`config.mk`:
```
export PLATFORM = sky130hd
export DESIGN_NAME = lsac_way_unit
export DESIGN_NICKNAME = d
export VERILOG_FILES = /design/src/hw/rtl/lsac_pkg.sv /design/src/hw/rtl/lsac_way_unit.sv
export SDC_FILE = /design/constraint.sdc
export NUM_CORES = 1
export LEC_CHECK = 0
export BUFFER_PORTS_ARGS = -buffer_cell sky130_fd_sc_hd__buf_2
export CORE_AREA = 4 4 137 139
export DETAILED_ROUTE_END_ITERATION = 16
export DIE_AREA = 0 0 141 143
export GPL_TIMING_DRIVEN = 0
export PLACE_DENSITY = 0.54
export REMOVE_ABC_BUFFERS = 1
export SLEW_MARGIN = 10
export SYNTH_ARGS = -nofsm -noshare
export SYNTH_HDL_FRONTEND = slang
export SYNTH_SLANG_ARGS = --single-unit
```
`constraint.sdc`:
```
create_clock -name vclk -period 12
set_clock_uncertainty 0.05 [all_clocks]
set_input_delay 1.2 -clock vclk [all_inputs]
set_output_delay 1.2 -clock vclk [all_outputs]
set_load 0.01 [all_outputs]
```
`src/hw/rtl/lsac_pkg.sv`:
```
// ----------------------------------------------------------------------------
// LRU set-associative cache tag model: shared package
// Sizes of the tag store, row layout, configuration register codes, the
// sequencer state type and the lookup unit's request and result structs.
// ----------------------------------------------------------------------------
package lsac_pkg;

	localparam int SETS      = 256;
	localparam int SET_BITS  = 8;
	localparam int WAYS      = 4;
	localparam int WAY_BITS  = 2;
	localparam int AGE_BITS  = 2;
	localparam int TAG_W     = 64;
	localparam int ADDR_W    = 64;
	localparam int TOTAL_W   = 48;
	localparam int LIMIT_W   = WAY_BITS + 1;

	localparam int META_W    = WAYS + WAYS * AGE_BITS;
	localparam int ROW_W     = WAYS * TAG_W + META_W;

	// Result item: hit, prefetch_done, prefetch_hit, hit_total, miss_total.
	localparam int OUT_FIELDS_W = 3 + 2 * TOTAL_W;
	localparam int OUT_W        = ((OUT_FIELDS_W + 7) / 8) * 8;

	localparam int CFG_INDEX_W = 8;
	localparam int CFG_DATA_W  = 8;

	localparam logic [CFG_INDEX_W-1:0] REG_BLOCK_BITS      = 8'd0;
	localparam logic [CFG_INDEX_W-1:0] REG_WAYS_IN_USE     = 8'd1;
	localparam logic [CFG_INDEX_W-1:0] REG_WRITE_ALLOCATE  = 8'd2;
	localparam logic [CFG_INDEX_W-1:0] REG_PREFETCH_ENABLE = 8'd3;

	typedef logic [WAYS-1:0][TAG_W-1:0] tag_row_t;

	typedef struct packed {
		logic [WAYS-1:0]                valid;
		logic [WAYS-1:0][AGE_BITS-1:0]  age;
	} meta_t;

	typedef struct packed {
		logic                           hit;
		logic                           wr;
		logic                           alloc;
		logic [WAY_BITS-1:0]            victim;
		logic [WAYS-1:0]                valid;
		logic [WAYS-1:0][AGE_BITS-1:0]  age;
	} upd_t;

	typedef enum logic [1:0] {
		ST_IDLE,
		ST_DEMAND,
		ST_PREFETCH,
		ST_EMIT
	} state_t;

endpackage

```
`src/hw/rtl/lsac_way_unit.sv`:
```
// ----------------------------------------------------------------------------
// Set lookup and LRU update unit
// Compares a block address against one set, then promotes the hit line or
// picks the way to allocate and works out the new valid bits and ages.
// ----------------------------------------------------------------------------
module lsac_way_unit (
	input  lsac_pkg::tag_row_t                 tags,
	input  lsac_pkg::meta_t                    meta,
	input  logic [lsac_pkg::TAG_W-1:0]         blk,
	input  logic                               allocate,
	input  logic [lsac_pkg::LIMIT_W-1:0]       ways_in_use,
	output lsac_pkg::upd_t                     upd
);

	logic [lsac_pkg::WAYS-1:0]          hit_vec;
	logic                               any_hit;
	logic [lsac_pkg::WAY_BITS-1:0]      hit_way;
	logic [lsac_pkg::WAY_BITS-1:0]      free_way;
	logic [lsac_pkg::WAY_BITS-1:0]      lru_way;
	logic [lsac_pkg::WAY_BITS-1:0]      victim;
	logic [lsac_pkg::AGE_BITS-1:0]      hit_age;
	logic [lsac_pkg::AGE_BITS-1:0]      best_age;
	logic                               found;
	logic [lsac_pkg::LIMIT_W-1:0]       count;
	logic [lsac_pkg::LIMIT_W-1:0]       limit;
	logic                               full;
	logic [lsac_pkg::WAYS-1:0]          v_next;

	// Tag compare, occupancy and the candidate ways.
	always_comb begin
		hit_way  = '0;
		free_way = '0;
		count    = '0;
		for (int w = lsac_pkg::WAYS - 1; w >= 0; w--) begin
			hit_vec[w] = meta.valid[w] && (tags[w] == blk);
			if (hit_vec[w]) begin
				hit_way = lsac_pkg::WAY_BITS'(w);
			end
			if (!meta.valid[w]) begin
				free_way = lsac_pkg::WAY_BITS'(w);
			end
			count = count + {{lsac_pkg::WAY_BITS{1'b0}}, meta.valid[w]};
		end
		any_hit = |hit_vec;
		hit_age = meta.age[hit_way];

		// Oldest valid line; the lowest way wins a tie.
		found    = 1'b0;
		best_age = '0;
		lru_way  = '0;
		for (int w = 0; w < lsac_pkg::WAYS; w++) begin
			if (meta.valid[w] && (!found || meta.age[w] > best_age)) begin
				lru_way  = lsac_pkg::WAY_BITS'(w);
				best_age = meta.age[w];
				found    = 1'b1;
			end
		end

		if (ways_in_use == '0) begin
			limit = lsac_pkg::LIMIT_W'(1);
		end else if (ways_in_use > lsac_pkg::LIMIT_W'(lsac_pkg::WAYS)) begin
			limit = lsac_pkg::LIMIT_W'(lsac_pkg::WAYS);
		end else begin
			limit = ways_in_use;
		end
		full   = count >= limit;
		victim = full ? lru_way : free_way;
	end

	// New metadata for the set.
	always_comb begin
		upd        = '0;
		upd.valid  = meta.valid;
		upd.age    = meta.age;
		upd.hit    = any_hit;
		upd.victim = any_hit ? hit_way : victim;
		v_next     = meta.valid;
		if (any_hit) begin
			for (int k = 0; k < lsac_pkg::WAYS; k++) begin
				if (meta.valid[k] && meta.age[k] < hit_age) begin
					upd.age[k] = meta.age[k] + lsac_pkg::AGE_BITS'(1);
				end
			end
			upd.age[hit_way] = '0;
			upd.wr           = 1'b1;
		end else if (allocate) begin
			if (full) begin
				v_next[victim] = 1'b0;
			end
			for (int k = 0; k < lsac_pkg::WAYS; k++) begin
				if (v_next[k]) begin
					upd.age[k] = meta.age[k] + lsac_pkg::AGE_BITS'(1);
				end
			end
			v_next[victim]  = 1'b1;
			upd.age[victim] = '0;
			upd.valid       = v_next;
			upd.wr          = 1'b1;
			upd.alloc       = 1'b1;
		end
	end

endmodule

```
After elaboration in Yosys (flattened, before gate mapping)

Cells that the tools add are included.

$add $sub $neg: 7
Magnitude comparators: 13
Mux-type cells: 58
Equality and inequality tests: 4
Reduce and logical (&&, ||, !) cells: 21
Bitwise operators: 7

Operator list:

| cell                                                                   | number |
|---|---|
| 64-bit == test                                                         | 4 |
| 2-bit 2-to-1 mux                                                       | 39 |
| 8-bit AND                                                              | 2 |
| 4-bit 2-to-1 mux                                                       | 4 |
| 8-bit NOT                                                              | 2 |
| 1-bit logical AND                                                      | 13 |
| 12-bit 2-to-1 mux                                                      | 1 |
| 2-bit by 1-bit adder with 2-bit output (second input constant)         | 4 |
| 2-bit demux with 2-bit select                                          | 2 |
| 2-bit < comparator                                                     | 4 |
| 8-bit 2-to-1 mux                                                       | 1 |
| 1-bit 2-to-1 mux                                                       | 7 |
| 2-bit greater-than comparator                                          | 3 |
| 2-bit by 3-bit < comparator with 1-bit output (second input constant)  | 2 |
| 3-bit 2-to-1 mux                                                       | 2 |
| 4-bit AND                                                              | 1 |
| 2-bit binary-select mux with 2-bit select                              | 1 |
| 2-bit by 1-bit >= comparator with 1-bit output (second input constant) | 2 |
| 4-bit NOT                                                              | 1 |
| 4-bit bitwise OR                                                       | 1 |
| 4-bit OR reduction                                                     | 1 |
| 2-bit by 1-bit adder with 3-bit output                                 | 1 |
| 3-bit by 1-bit adder with 3-bit output                                 | 1 |
| 3-bit >= comparator                                                    | 1 |
| other kinds (6)                                                        | 10 |

Bits in registers: 0
Input port bits: 336
Word-level logic and storage cells: 110
Output and inout bits: 17

Depth between registers and ports, before layout

Depth after elaboration: 29
Mapped depth: 22
Mapped depth without buffers: 22

Worst setup path after synthesis

Ideal clock, no wire load.

Path kind: input to output
From: in meta[1] (netlist bit)
To: out upd[1] (netlist bit)
Required time: 10.750 ns
Data arrival time: 5.116 ns
Path buffers: 0
Stages: 20
Path slack: 5.634 ns
Cells stage by stage: nand2_1 ha_1 nor2b_1 a2bb2oi_1 o21ai_0 mux2_2 ha_1 nor2b_1 a2bb2oi_1 o21ai_0 o21ai_0 ha_1 nor2b_1 a2bb2oi_1 o21ai_0 o211ai_1 a21oi_1 nor3_1 a221oi_1 a21oi_1

RTL lines:

| item            | line                | source |
|---|---|---|
| start, declared | lsac_way_unit.sv:8  | `input lsac_pkg::meta_t meta,` |
| end, declared   | lsac_way_unit.sv:12 | `output lsac_pkg::upd_t upd` |

==> results.md <==
Logic synthesis:
- Yosys printed 0 warnings.
- The share of the yosys chip area belonging to registers is 0%.
- The cell area after synthesis is 4290 um2.
- The mean post-synth cell area is 7.09 um2.
- The synthesized netlist cell count is 605.
- Yosys mapped the design onto 61 distinct sky130hd cell types.

STA:
- The shortest period the worst path allows is 7.35 ns.
- The part of the cycle the worst path needs is 61.2%.
- The maximum clock rate is 136 MHz.
- The final setup violation count is 0.
- The worst max-slew margin expressed relative to the limit is 38.2%.
- The post-route setup TNS is 0 ns.
- The transition time at the pin with the least slew margin is 0.919 ns.
- Setup repair after global routing left no endpoint under its margin.
- The max-slew violation count is 0.
- The minimum hold slack is 2.75 ns.
- The number of hold-slack violations in the final timing report is 0.

Routing:
- The DRC violation total after the first TritonRoute iteration is 343.
- After detailed routing, the number of vias per cell comes to 5.07.
- The post-detailed-route count of antenna-violating nets is 0.
- In the routed design, unresolved DRC markers number 0.
- The final wirelength is 27400 um.
- In the final routed layout, each cell accounts on average for 23.3 um.
- The total number of vias is 5977.
- The iteration count of the initial detailed-routing pass is 5.

Power and ir drop:
- The maximum ir drop on the vdd rail is 0.0000278 V.
- The share of total power consumed by net switching is 53.7%.
- Summed over all cells, the static leakage comes to 2.94 nW.
- In this run the power spent charging and discharging nets is 0.000137 W.
- The combinational power share is 100.0%.
- The internal portion of the total power is 0.000118 W.
- The power per standard cell area is 40.5 nW/um2.
- Of the total power, registers draw 0%.
- The clock network accounts for 0% of the total power.

Layout:
- The final layout contains a sequential cell count of 0.
- The library cell used most frequently in the layout, excluding fill and tap cells, is sky130_fd_sc_hd__buf_2.
- The sequential standard cell area is 0 um2.
- The clock buffer instance count of the final layout is 0.
- The fraction of final layout cells sized beyond drive strength 1 is 38.0%.
- Relative to the synthesized area, the layout overhead comes to 47.0%.
- The library cells used most frequently in the layout, excluding fill and tap cells, are sky130_fd_sc_hd__buf_2 (353), sky130_fd_sc_hd__xnor2_1 (133), sky130_fd_sc_hd__xor2_1 (65).
- Summing all non-filler instances in the final layout gives an area of 6310 um2.
- The area taken by multi-input logic gates is 4070 um2.
- The number of filler cells placed in the layout is 1999.
- Leaving out filler cells and counting taps, the final layout contains 1179.
- In the final design database the tool counted 1304 nets.

Worst setup path:
- The startpoint type of the worst setup path is a primary input.
- The critical path class is primary input to primary output.
- The critical path contains buffers and inverters numbering 2 combined.
- The signal on the critical path passes through buf_2 > and2_0 > ha_1 > nor2b_1 > a2bb2oi_1 > o21ai_0 > mux2_2 > ha_1 > nor2b_1 > a2bb2oi_1 > o21ai_0 > o21ai_0 > ha_1 > nor2b_1 > a2bb2oi_1 > o21ai_0 > o211ai_1 > a21oi_1 > nor3_1 > a221oi_1 > a21oi_1 > buf_2.
- The most repeated library cell on the critical path is sky130_fd_sc_hd__o21ai_0.
- Of all nets on the critical path, the largest fanout is 6.
- Broken down by cell family, the worst path's largest delay share belongs to compound AO/OA/AOI/OAI gates.
- The worst setup path is captured at a primary output.
- In this design, the stage delay of the slowest critical-path cell is 0.46 ns.
- STA puts the critical path data required time at 10.75 ns.
- The data arrival time of the worst path is 6.10 ns.
- The cell with the largest stage delay on the worst path is sky130_fd_sc_hd__o21ai_0.

Place:
- After detailed placement, the total cell area comes to 6310 um2.
- After detailed placement, the design holds a cell count of 1178.
- Summed over all nets, the half-perimeter wirelength after detailed placement is 25000 um.
- Port buffering added 353 buffers.
- The final weighted congestion of routability-driven global placement is 0.961.

Worst hold path:
- The number of cells traversed by the worst hold path is 3.
- The classification of the worst-slack hold path is primary input to primary output.
- The path with the worst hold slack has its endpoint at upd[1].
- The worst hold path begins at meta[1].

Floorplanning:
- The initialized floorplan defines 49 standard-cell rows.
- The core region is 17700 um2.
- The floorplan die height is 143 um.
- The die width is 141 um.
- The boundary pin count is 353.
- The area enclosed by the die boundary is 20200 um2.
- The starting utilization of the core area is 24.3%.

Clocking:
- The buffer count from post-CTS setup fixing is 0.
- The post-cts repair resize count is 0.
- The number of hold buffers added after CTS was 0.

GRT:
- The first global-routing pass estimated 37900 um of wire.
- The total track usage is 25.6%.
- The number of antenna violations at the first check in global routing is 3.
- The total overflow left after global routing is 0.
- The via count of the first global-routing pass was 5917.
- The largest net degree at the start of global routing is 12.

Status:
- The run finished with clean final reports.

Run:
- The tool flagged a number of max-cap violations equal to 0.
-- power by group through the flow --
stage / Sequential, W / Clock, W / Combinational [W]
6_report: 0 / 0.0000000000112 / 0.000255
5_1_grt: 0 / 0.0000000000112 / 0.000278
4_1_cts: 0 / 0 / 0.000255
3_5_place_dp: 0 / 0 / 0.000254
3_3_place_gp: 0 / 0 / 0.000253
2_1_floorplan: 0 / 0 / 0.000122
-- how the worst max path moves through the flow --
stage | start | end | cells after the start
finish | meta[8] | upd[1] | 22
global route | meta[8] | upd[1] | 22
CTS | meta[8] | upd[1] | 22
global placement | meta[8] | upd[1] | 22
detailed placement | meta[8] | upd[1] | 22
floorplan | meta[1] | upd[1] | 20
-- cells in the mapped netlist (all sizes together), types with 2 or more instances --
master	count	area (um2)
a31oi	2	12.5
and3	3	18.8
nand2	30	113
a221oi	4	35.0
a21boi	2	18.8
a2111oi	9	80.1
o2111ai	13	114
nor3	13	65.1
ha	16	200
a221o	5	50.1
nor2	18	67.6
o21ai	20	104
o31ai	2	15.0
a211oi	3	22.5
xor2	65	569
and2	2	12.5
nand4b	4	50.1
inv	47	176
nor2b	30	188
o22ai	7	43.8
clkbuf	8	30.0
or4	3	22.5
a21oi	15	75.1
nor4	26	163
nand2b	41	257
xnor2	133	1160
a22oi	3	22.5
a311oi	2	17.5
a21o	6	45.0
a2111o	3	33.8
nand3	8	40.0
a2bb2oi	3	26.3
nand4	35	219
mux2	2	22.5
o221ai	2	17.5
-- tightest hold or removal path, stage by stage --
cell                      delay [ns]
sky130_fd_sc_hd__buf_2          0.15
sky130_fd_sc_hd__a21oi_1        0.10
sky130_fd_sc_hd__buf_2          0.14
-- cell families (layout without fill, tap and decap cells) --
| kind of cell | count (synthesis) | count (layout) | share of synthesized area (%) |
|---|---|---|---|
| AO/OA/AOI/OAI | 113 | 113 | 19.5 |
| XOR/XNOR | 198 | 198 | 40.4 |
| adder cells (fa/ha/maj) | 17 | 17 | 5.13 |
| buffers and inverters | 57 | 401 | 5.10 |
| multiplexers | 3 | 3 | 0.758 |
| other | 0 | 1 | 0 |
| AND/OR/NAND/NOR | 217 | 217 | 29.1 |
-- cell type report --
class              instances  share of cell area [%]
diodes                     1                  0.0397
inverters                 48                    2.88
multi-input cells        548                    64.5
well taps                229                    4.54
repair buffers           353                    28.0
-- per-layer routing --
layer  routed length [um]  global-route usage [%]  up-vias
met1                11800                    34.2     2762
met4                  617                    4.90        2
met3                 2200                    4.02       35
met5                   13                       0        -
met2                12900                    44.0      310
li1                     -                       -     2868
-- metrics by stage --
step           setup WS, ns  power, W  utilization, %
2_1_floorplan          5.63  0.000122               -
3_3_place_gp           4.72  0.000253            35.7
3_5_place_dp           4.72  0.000254            35.7
4_1_cts                4.70  0.000255            35.7
5_1_grt                4.23  0.000278            35.7
6_report               4.65  0.000255            35.7
No activity file was read; power rests on OpenSTA's default activity.
