File: src/hw/rtl/lsac_ram.sv
// ----------------------------------------------------------------------------
// Generic single-write, single-read RAM
// One write port and one read port; the read data is registered.
// ----------------------------------------------------------------------------
module lsac_ram #(
	parameter int WIDTH = 8,
	parameter int DEPTH = 16
) (
	input  logic                     clk,
	input  logic                     we,
	input  logic [$clog2(DEPTH)-1:0] waddr,
	input  logic [WIDTH-1:0]         wdata,
	input  logic                     re,
	input  logic [$clog2(DEPTH)-1:0] raddr,
	output logic [WIDTH-1:0]         rdata
);

	logic [WIDTH-1:0] mem_q [DEPTH];
	logic [WIDTH-1:0] rdata_q;

	always_ff @(posedge clk) begin
		if (we) begin
			mem_q[waddr] <= wdata;
		end
		if (re) begin
			rdata_q <= mem_q[raddr];
		end
	end

	assign rdata = rdata_q;

endmodule

File: config.mk
export PLATFORM = sky130hd
export DESIGN_NAME = lsac_ram
export DESIGN_NICKNAME = d
export VERILOG_FILES = /design/src/hw/rtl/lsac_ram.sv
export SDC_FILE = /design/constraint.sdc
export NUM_CORES = 1
export LEC_CHECK = 0
export BUFFER_PORTS_ARGS = -buffer_cell sky130_fd_sc_hd__buf_2
export CAP_MARGIN = 25
export CORE_MARGIN = 2
export CORE_UTILIZATION = 42
export CTS_CLUSTER_SIZE = 14
export DETAILED_ROUTE_END_ITERATION = 7
export PLACE_DENSITY = 0.59
export SYNTH_ARGS = -nofsm -noshare
export SYNTH_HDL_FRONTEND = slang
export SYNTH_SLANG_ARGS = --single-unit
File: constraint.sdc
create_clock -name clk -period 3.9 [get_ports clk]
set_input_delay 1.17 -clock clk [delete_from_list [all_inputs] [get_ports clk]]
set_output_delay 1.17 -clock clk [all_outputs]
set_load 0.02 [all_outputs]
======== After elaboration in Yosys (flattened, before gate mapping) ========
Memories as Yosys holds them, arrays and structs flattened. A register that Yosys moved wholly into a read port is not among the register bits.
Index checks and enable logic that the tools add are counted.
storage, ports and cells
  flip-flop bits (word level) ............. 0
  RAM bits ................................ 128
  bits of input ports ..................... 19
  output and inout port bits .............. 8
  word-level logic and storage cells ...... 3
  memories kept ........................... 1
cells by class
  mux-type cells .......................... 2
memories
  name   words  bits a word  rd ports  clocked after memory_dff  write ports  RTL line  source
  mem_q  16     8            1         1                         1            18        logic [WIDTH-1:0] mem_q [DEPTH];
operators by type and width
  kind     number
  $mux W1  2

======== Logic depth before layout (Yosys ltp) ========
Gate-level depths: netlist of run 1.
  depth in word-level cells ............... 2
  gate-level depth with buffers ........... 5
  mapped depth without buffers ............ 3

======== Worst setup path after synthesis of run 1 ========
No wires, ideal clock.
  path type ............................... input port to flip-flop
  start point ............................. in waddr[2]
  end point ............................... mem mem_q[0][0], enable pin
  library setup time ...................... 383 ps
  arrival ................................. 2280 ps
  data required time ...................... 3517 ps
  path slack .............................. 1237 ps
  stages on the path ...................... 2
  path buffers ............................ 0
  path through ............................ or3b_2 > nor3_1
RTL lines
  item                RTL line  source
  start: declaration  11        input logic [$clog2(DEPTH)-1:0] waddr,
  end: declaration    18
Straight into the memory's write port.

==> results of run 1 <==
## state kept, by name (all words and copies together) (netlist names)
signal / cells
rdata: 8
mem_q: 128
## power breakdown
group	leakage, nW	switching, mW	internal, mW	total, mW
combinational	0.530	0.0899	0.0609	0.151
clock	0.255	0.518	0.925	1.44
sequential	1.24	0.00818	1.65	1.66
## layout make-up
class / instances / area share [%]
Sequential cell: 136 / 67.0
Clock inverter: 6 / 1.25
Clock buffer: 24 / 7.41
Timing Repair Buffer: 36 / 3.57
Tap cell: 168 / 3.45
Multi-Input combinational cell: 83 / 17.3
## tightest hold or removal path: cells and delay by family, from the launching register on
kind / cells / cell delay, ns
DFF: 1 / 0.31
AOI/OAI and AO/OA: 1 / 0.06
muxes: 1 / 0.21
and+or+nand+nor: 1 / 0.06
## layout by cell type (no fill, tap or decap), drive strengths merged
cell type and n:
edfxtp 136, buf 36, mux4 32, clkbuf 24
a22oi 16, nor2 13, nand2 9, nor3 4
clkinv 4, nand3b 2, nand2b 2, bufinv 2
nor2b 1, and2 1, and2b 1, nand3 1
or3b 1
## final timing paths
| check | startpoint | slack [ns] | to | depth (start not counted) |
|---|---|---|---|---|
| worst max-delay path | raddr[0] | 1.24 | rdata[1]$_DFFE_PP_ | 5 |
| worst min-delay path | mem_q[4][3]$_DFFE_PP_ | 0.74 | rdata[3]$_DFFE_PP_ | 3 |
| worst max register to register | mem_q[11][6]$_DFFE_PP_ | 2.42 | rdata[6]$_DFFE_PP_ | 3 |
| worst min register to register | mem_q[4][3]$_DFFE_PP_ | 0.74 | rdata[3]$_DFFE_PP_ | 3 |
## kinds of logic after synthesis
kind of cell           synth area share, %
muxes                                 14.8
AOI/OAI and AO/OA                     2.30
and+or+nand+nor                       3.14
buffers and inverters                 1.65
DFF                                   78.1
## per-layer routing
layer / wire length [um] / vias to the layer above
met3: 624 / 2
met4: 32 / 0
li1: - / 1072
met2: 4580 / 86
met5: 0 / -
met1: 4380 / 1219
## per-stage QoR
step | power (mW) | util, % | area (um2) | cells
global placement | 1.84 | 46.1 | 5560 | 422
global route | 3.36 | 50.5 | 6100 | 453
floorplan | 1.78 | - | 5230 | 229
CTS | 3.28 | 50.5 | 6090 | 452
detailed placement | 1.84 | 46.1 | 5560 | 422
finish | 3.25 | 50.5 | 6100 | 453
==> impl_metrics.json, run 1 <==
{
  "outcome": "finished clean",
  "met1_usage_pct": 23.4,
  "rsz0062_at_grt": "no",
  "fillers": 967,
  "tightestPinTransition_ns": 1.03,
  "num_vias": 2379,
  "initial_core_util_pct": 43.3,
  "grt.busiest_layer": "met2",
  "ys_types": 18,
  "synth_top_area_cell": "edfxtp_1",
  "gp_congestion": 0.689,
  "drt_pass1_iterations": 7,
  "yosysSeqAreaShare_pct": 78.1,
  "cts_made_buffers": 17,
  "clockBufferDepth": 2,
  "grt_pass1_wl_mm": 15.1,
  "worst_setup_path_end_kind": "register",
  "syn_inst": 229,
  "skew_ns": 0.00559,
  "synth-seq-cells": 136,
  "post_cts_resized": 0,
  "routed_wl_mm": 9.61,
  "row_count": 40,
  "timing.setup.tns_ns": 0,
  "synthesis.area_um2": 5230,
  "cts_tree": "built",
  "postCtsSetupRepairBufs": 0,
  "cp.required_ns": 4.05,
  "portBuffers": 26,
  "drv_cap": 0,
  "cts-root-buf": "clkbuf_16",
  "hold_viol": 0,
  "worst_path_max_delay_cell": "mux4_1",
  "irDropWorstVdd_v": 0.000313,
  "drtAntennaViolNets": 0,
  "syn_area_per_cell_um2": 22.8,
  "synth_common_cells": "136 x edfxtp_1, 18 x mux4_2, 16 x a22oi_1, 14 x mux4_1, 13 x nor2_1",
  "final_nets": 293,
  "powerDensity_nw_per_um2": 533,
  "synth.area.top_cells": "edfxtp_1 78%, mux4_2 7.8%, mux4_1 7.0%",
  "die-area_um2": 13400,
  "cts_sinks": 136,
  "grt_max_degree": 33,
  "critical_path_buf_inv_count": 2,
  "slew_headroom_pct": 31.2,
  "synth_top_area_share_pct": 78.1,
  "whs_ns": 0.744,
  "multi_input_area_um2": 1060,
  "drc": 0,
  "synthArstFlopShare_pct": 0,
  "crit_type": "in -> reg",
  "io_pins": 27,
  "worst_slack_ns": 1.24,
  "grt_util_met2_pct": 24.5,
  "hold_buffers": 0,
  "synth_edf_count": 136,
  "synth_flop_cell": "edfxtp_1",
  "path_cells": "buf_2 -> buf_12 -> mux4_1 -> a22oi_1 -> nand2_1",
  "start_kind": "primary input",
  "crit_family": "buffers and inverters",
  "clk_latency_ns": 0.40,
  "area_delta_synth_final_pct": 16.6,
  "gr-usage-all-layers_pct": 16.5,
  "die_x_um": 116,
  "clkSlewWorstSetupHoldPaths_ns": 0.05,
  "drive_gt1_share_pct": 26.3,
  "grt_antenna_before_repair": 0,
  "dpl_worst_slack_ns": 0.787,
  "max_stage_delay_ns": 0.59,
  "fin_crit_ns": 2.66,
  "grt_overflow_total": 0,
  "via_per_inst": 5.25,
  "critical_path.max_fanout": 19,
  "fin_crit_sh_pct": 68.3,
  "h-tree-depth": 4,
  "core_region_area_um2": 12100,
  "synth_most_common_cell": "edfxtp_1",
  "hp-class": "reg -> reg",
  "p_leak_nw": 2.02,
  "dp_hpwl_mm": 6.01,
  "synth_fp_nets": 248,
  "arrival_ns": 2.81,
  "wire_per_inst_um": 21.2,
  "setup_violations": 0,
  "seqCellArea_um2": 4080,
  "yosys_warnings": 0,
  "grt_pass1_vias": 2490,
  "n_antenna_cell": 0,
  "fp.dieH_um": 116,
  "drtIter0Drc": 216,
  "slew_viol_final": 0,
  "grtUsageMet3_pct": 5.86,
  "max_freq_mhz": 376
}
Note: power is estimated with default switching activity, not from simulation.
==> inputs of run 2 (changes only) <==
--- a/config.mk
+++ b/config.mk
@@ -5,6 +5,7 @@
 export SDC_FILE = /design/constraint.sdc
 export NUM_CORES = 1
 export LEC_CHECK = 0
+export ABC_AREA = 1
 export BUFFER_PORTS_ARGS = -buffer_cell sky130_fd_sc_hd__buf_2
 export CAP_MARGIN = 25
 export CORE_MARGIN = 2
==> constraint.sdc (replaced) <==
create_clock -name clk -period 2.7 [get_ports clk]
set_input_delay 0.81 -clock clk [delete_from_list [all_inputs] [get_ports clk]]
set_output_delay 0.81 -clock clk [all_outputs]
set_load 0.02 [all_outputs]
==> impl_metrics.json, run 2 <==
{
  "outcome": "finished clean",
  "reg2reg_slack_ns": 1.54,
  "yosys_warnings": 0,
  "synth_top_area_share_pct": 69.8,
  "post_cts_resized": 0,
  "clkSlewWorstSetupHoldPaths_ns": 0.06,
  "grt_pass1_wl_mm": 21.0,
  "synth_edf_count": 136,
  "final_nets": 601,
  "grt_antenna_before_repair": 0,
  "syn_area_per_cell_um2": 10.6,
  "drv_cap": 0,
  "share_comb_of_total_power_pct": 6.0,
  "drc": 0,
  "initial_core_util_pct": 42.6,
  "synth_most_common_cell": "nand2_1",
  "fin_crit_ns": 1.86,
  "tightestPinTransition_ns": 0.813,
  "synthArstFlopShare_pct": 0,
  "cp_num_cells": 7,
  "top_register": "mem_q",
  "p_switching_mw": 1.08,
  "r2r-end": "rdata[4]$_DFFE_PP_",
  "synth_fp_nets": 570,
  "max_stage_delay_ns": 0.54,
  "p_leak_nw": 2.85,
  "slew_headroom_pct": 45.6,
  "slew_viol_final": 0,
  "skew_ns": 0.00493,
  "hold_buffers": 0,
  "io_pins": 27,
  "cts_tree": "built",
  "gr-usage-all-layers_pct": 19.6,
  "fp.dieH_um": 122,
  "critical_path_buf_inv_count": 2,
  "area_delta_synth_final_pct": 14.3,
  "start_kind": "primary input",
  "drt_pass1_iterations": 5,
  "clockBufferDepth": 2,
  "cts_sinks": 136,
  "hold_path_startpoint": "re",
  "drtAntennaViolNets": 0,
  "arrival_ns": 2.02,
  "gp_congestion": 0.820,
  "instances_no_fill": 774,
  "die_x_um": 122,
  "r2r_cells": 6,
  "synth.area.top_cells": "edfxtp_1 70%, nand2_1 11%, nand3_1 8.3%",
  "worst_slack_ns": 0.839,
  "routed_wl_mm": 13.6,
  "row_count": 43,
  "fin_crit_sh_pct": 68.9,
  "final_cell_mix": "173 x nand2_1, 136 x edfxtp_1, 100 x inv_1",
  "sw_frac_of_total_pct": 22.1,
  "whs_path_depth": 1,
  "synthesis.area_um2": 5850,
  "rr_startpoint": "mem_q[5][4]$_DFFE_PP_",
  "worst_setup_path_end_kind": "register",
  "grt_max_degree": 65,
  "n_antenna_cell": 0,
  "dpl_worst_slack_ns": 0.399,
  "synth-seq-cells": 136,
  "drive_gt1_share_pct": 11.4,
  "fillers": 1272,
  "layout_commonest_cell": "nand2_1",
  "hp-class": "in -> reg",
  "powerDensity_nw_per_um2": 729,
  "pwr-share-clk_pct": 44.9,
  "max_freq_mhz": 537,
  "cp.required_ns": 2.86,
  "worst_path_most_repeated_cell": "nand3_1",
  "timing.setup.tns_ns": 0,
  "place_inst": 743,
  "dp_hpwl_mm": 8.74,
  "portBuffers": 26,
  "cts-root-buf": "clkbuf_16",
  "crit_type": "in -> reg",
  "num_vias": 3853,
  "via_per_inst": 4.98,
  "path_cells": "buf_2 -> buf_4 -> nand2_1 -> nand3_1 -> nand3_1 -> nand3_1 -> nand2_1",
  "rsz0062_at_grt": "no",
  "p_int_mw": 3.80,
  "hold_end": "rdata[7]$_DFFE_PP_",
  "core_region_area_um2": 13700,
  "synth_common_cells": "173 x nand2_1, 136 x edfxtp_1, 100 x inv_1, 97 x nand3_1, 17 x nor2_1",
  "postCtsSetupRepairBufs": 0,
  "hold_viol": 0,
  "critical_path.max_fanout": 64,
  "power_frac_seq_pct": 49.1,
  "syn_inst": 551,
  "ys_types": 11,
  "wire_per_inst_um": 17.6,
  "yosysSeqAreaShare_pct": 69.8,
  "whs_ns": 0.753,
  "largest_reg_flops": 128,
  "drtIter0Drc": 408,
  "die-area_um2": 14900,
  "crit_family": "buffers and inverters",
  "clk_latency_ns": 0.41,
  "synth_flop_cell": "edfxtp_1",
  "cts_made_buffers": 17,
  "grt_overflow_total": 0,
  "irDropWorstVdd_v": 0.000340,
  "grt_pass1_vias": 3749,
  "worst_path_max_delay_cell": "buf_4",
  "h-tree-depth": 4,
  "setup_violations": 0,
  "synth_top_area_cell": "edfxtp_1"
}
-- run 2: cell types whose count changed after synthesis, sizes merged, moves of 16 or more --
cell / previous run / this run
buf: 7 / 24
a22oi: 16 / 0
inv: 0 / 102
mux4: 32 / 0
nand3: 1 / 97
nand2: 9 / 173
-- run 2: worst max path at each step --
stage | from | endpoint | slack (ns)
floorplan | waddr[2] | mem_q[10][0]$_DFFE_PP_ | 0.94
detailed placement | raddr[0] | rdata[4]$_DFFE_PP_ | 0.40
CTS | raddr[0] | rdata[4]$_DFFE_PP_ | 0.83
global placement | raddr[0] | rdata[4]$_DFFE_PP_ | 0.41
finish | raddr[0] | rdata[4]$_DFFE_PP_ | 0.84
global route | raddr[0] | rdata[0]$_DFFE_PP_ | 0.74
-- run 2: stage by stage --
step / total power [mW] / util, % / instance area (um2)
2_1_floorplan: 2.61 / - / 5850
3_3_place_gp: 2.73 / 44.6 / 6120
3_5_place_dp: 2.73 / 44.6 / 6120
4_1_cts: 4.90 / 48.7 / 6680
5_1_grt: 5.02 / 48.7 / 6680
6_report: 4.87 / 48.7 / 6680
-- run 2: per-layer routing --
layer	vias up	global-route usage, %	part of all wire (%)
met2	121	30.5	48
met1	1870	26.5	45
met5	-	0	0
li1	1838	-	-
met4	0	8.05	2.3
met3	24	4.73	5.6
-- run 2: kinds of logic after synthesis --
group / share of synthesized area (%)
and+or+nand+nor: 20.8
DFF: 69.8
buffers and inverters: 9.39
-- run 2: worst register-to-register path: cells and delay by family (launching register included) --
family | cells | cell delay (ns)
simple gates | 5 | 0.50
flops | 1 | 0.35
buf+inv | 1 | 0.06
-- run 2: power groups by stage --
stage | sequential (mW) | combinational [mW] | clock [mW]
2_1_floorplan | 2.45 | 0.167 | 0
3_3_place_gp | 2.44 | 0.293 | 0
3_5_place_dp | 2.44 | 0.294 | 0
4_1_cts | 2.39 | 0.295 | 2.21
5_1_grt | 2.40 | 0.325 | 2.30
6_report | 2.39 | 0.292 | 2.19
-- run 2: cell type report --
cell class,instances,area [um2],share of cell area [%]
Timing Repair Buffer,36,218,3.26
Clock inverter,14,135,2.02
Tap cell,180,225,3.37
Multi-Input combinational cell,289,1210,18.2
Clock buffer,17,425,6.36
Inverter,102,383,5.73
Sequential cell,136,4080,61.1
==> inputs of run 3 (changes only) <==
==> constraint.sdc (replaced) <==
create_clock -name clk -period 1.8 [get_ports clk]
set_input_delay 0.54 -clock clk [delete_from_list [all_inputs] [get_ports clk]]
set_output_delay 0.54 -clock clk [all_outputs]
set_load 0.02 [all_outputs]
==> impl_metrics.json, run 3 (synthesized netlist as in run 2, its figures left out) <==
{
  "reg2reg_slack_ns": 0.62,
  "fin_crit_sh_pct": 89.0,
  "start_kind": "register",
  "drt_pass1_iterations": 7,
  "die-area_um2": 14900,
  "hold_viol": 0,
  "portBuffers": 26,
  "grt_antenna_before_repair": 0,
  "crit_type": "reg -> out",
  "cts_sinks": 136,
  "io_pins": 27,
  "fin_crit_ns": 1.60,
  "hp-class": "in -> reg",
  "cts_tree": "built",
  "core_region_area_um2": 13700,
  "path_cells": "buf_2",
  "critical_path_buf_inv_count": 1,
  "num_vias": 3847,
  "layout_commonest_cell": "nand2_1",
  "powerDensity_nw_per_um2": 1070,
  "whs_path_depth": 1,
  "r2r-end": "rdata[7]$_DFFE_PP_",
  "outcome": "finished clean",
  "drv_cap": 0,
  "arrival_ns": 1.06,
  "wire_per_inst_um": 17.1,
  "area_delta_synth_final_pct": 16.3,
  "dp_hpwl_mm": 8.57,
  "timing.setup.tns_ns": 0,
  "cp-endpoint": "rdata[5]",
  "top_register": "mem_q",
  "fp.dieH_um": 122,
  "tightestPinTransition_ns": 0.614,
  "h-tree-depth": 4,
  "critical_path.max_fanout": 1,
  "crit_family": "flip-flops",
  "setup_violations": 0,
  "via_per_inst": 4.87,
  "gr-usage-all-layers_pct": 19.7,
  "hold_buffers": 0,
  "drc": 0,
  "cp.required_ns": 1.26,
  "post_cts_resized": 0,
  "crit_path_start": "rdata[5]$_DFFE_PP_",
  "gp_congestion": 0.827,
  "postCtsSetupRepairBufs": 0,
  "max_freq_mhz": 624,
  "initial_core_util_pct": 42.6,
  "fillers": 1258,
  "skew_ns": 0.00753,
  "cts-root-buf": "clkbuf_16",
  "drive_gt1_share_pct": 13.0,
  "p_leak_nw": 2.94,
  "drtAntennaViolNets": 0,
  "clockBufferDepth": 2,
  "drtIter0Drc": 441,
  "worst_setup_path_end_kind": "primary output",
  "irDropWorstVdd_v": 0.000615,
  "rsz0062_at_grt": "no",
  "n_antenna_cell": 0,
  "r2r_cells": 6,
  "cts_made_buffers": 17,
  "dpl_worst_slack_ns": 0.00601,
  "worst_slack_ns": 0.198,
  "slew_headroom_pct": 59.0,
  "max_stage_delay_ns": 0.45,
  "slew_viol_final": 0,
  "grt_pass1_vias": 3887,
  "die_x_um": 122,
  "clkSlewWorstSetupHoldPaths_ns": 0.06,
  "largest_reg_flops": 128,
  "worst_path_max_delay_cell": "edfxtp_1",
  "rr_startpoint": "mem_q[12][7]$_DFFE_PP_",
  "grt_pass1_wl_mm": 21.0,
  "row_count": 43,
  "grt_overflow_total": 0,
  "cp_num_cells": 1,
  "clk_latency_ns": 0.42,
  "final_nets": 617,
  "grt_max_degree": 33,
  "routed_wl_mm": 13.5,
  "final_cell_mix": "173 x nand2_1, 136 x edfxtp_1, 100 x inv_1"
}
run 3: cell count changes in the layout (fill, tap and decap cells not counted):
cell and change:
clkinv_1 +3, clkinv_4 -1, clkinvlp_4 -3, clkbuf_1 +2, buf_12 +1, buf_4 +15, clkinv_2 -1
run 3: cell type report:
type                       instances  area, um2  share of cell area (%)
multi-input combinational        289       1210                    17.9
sequential                       136       4080                    60.1
tap                              180        225                    3.31
inverter                         102        383                    5.63
timing repair buffer              52        350                    5.15
clock buffer                      19        433                    6.37
clock inverter                    12        110                    1.62
run 3: worst min path at each step:
stage / from / to
floorplan: wdata[0] / mem_q[0][0]$_DFFE_PP_
finish: re / rdata[3]$_DFFE_PP_
CTS: re / rdata[3]$_DFFE_PP_
detailed placement: mem_q[10][0]$_DFFE_PP_ / rdata[0]$_DFFE_PP_
global placement: mem_q[10][0]$_DFFE_PP_ / rdata[0]$_DFFE_PP_
global route: re / rdata[3]$_DFFE_PP_
run 3: metrics by stage:
step | instance area, um2 | util (%) | hold WS, ns | std cells | total power, mW
global placement | 6260 | 45.6 | 0.741 | 759 | 4.11
floorplan | 5850 | - | 0.639 | 551 | 3.92
global route | 6800 | 49.6 | 0.502 | 790 | 7.47
detailed placement | 6260 | 45.6 | 0.749 | 759 | 4.12
CTS | 6800 | 49.6 | 0.482 | 790 | 7.32
finish | 6800 | 49.6 | 0.488 | 790 | 7.27
run 3: where the power goes:
part / internal, mW / switching (mW) / total, mW / leakage (nW)
combinational: 0.133 / 0.326 / 0.460 / 1.44
sequential: 3.57 / 0.0250 / 3.60 / 1.24
clock: 1.99 / 1.22 / 3.22 / 0.262
total: 5.70 / 1.58 / 7.27 / 2.94
run 3: per-layer routing:
layer	vias up	part of all wire (%)	track usage, %
li1	1874	-	-
met1	1833	44	25.9
met2	118	47	31.0
met3	22	5.9	4.78
met4	0	2.3	8.62
met5	-	0	0
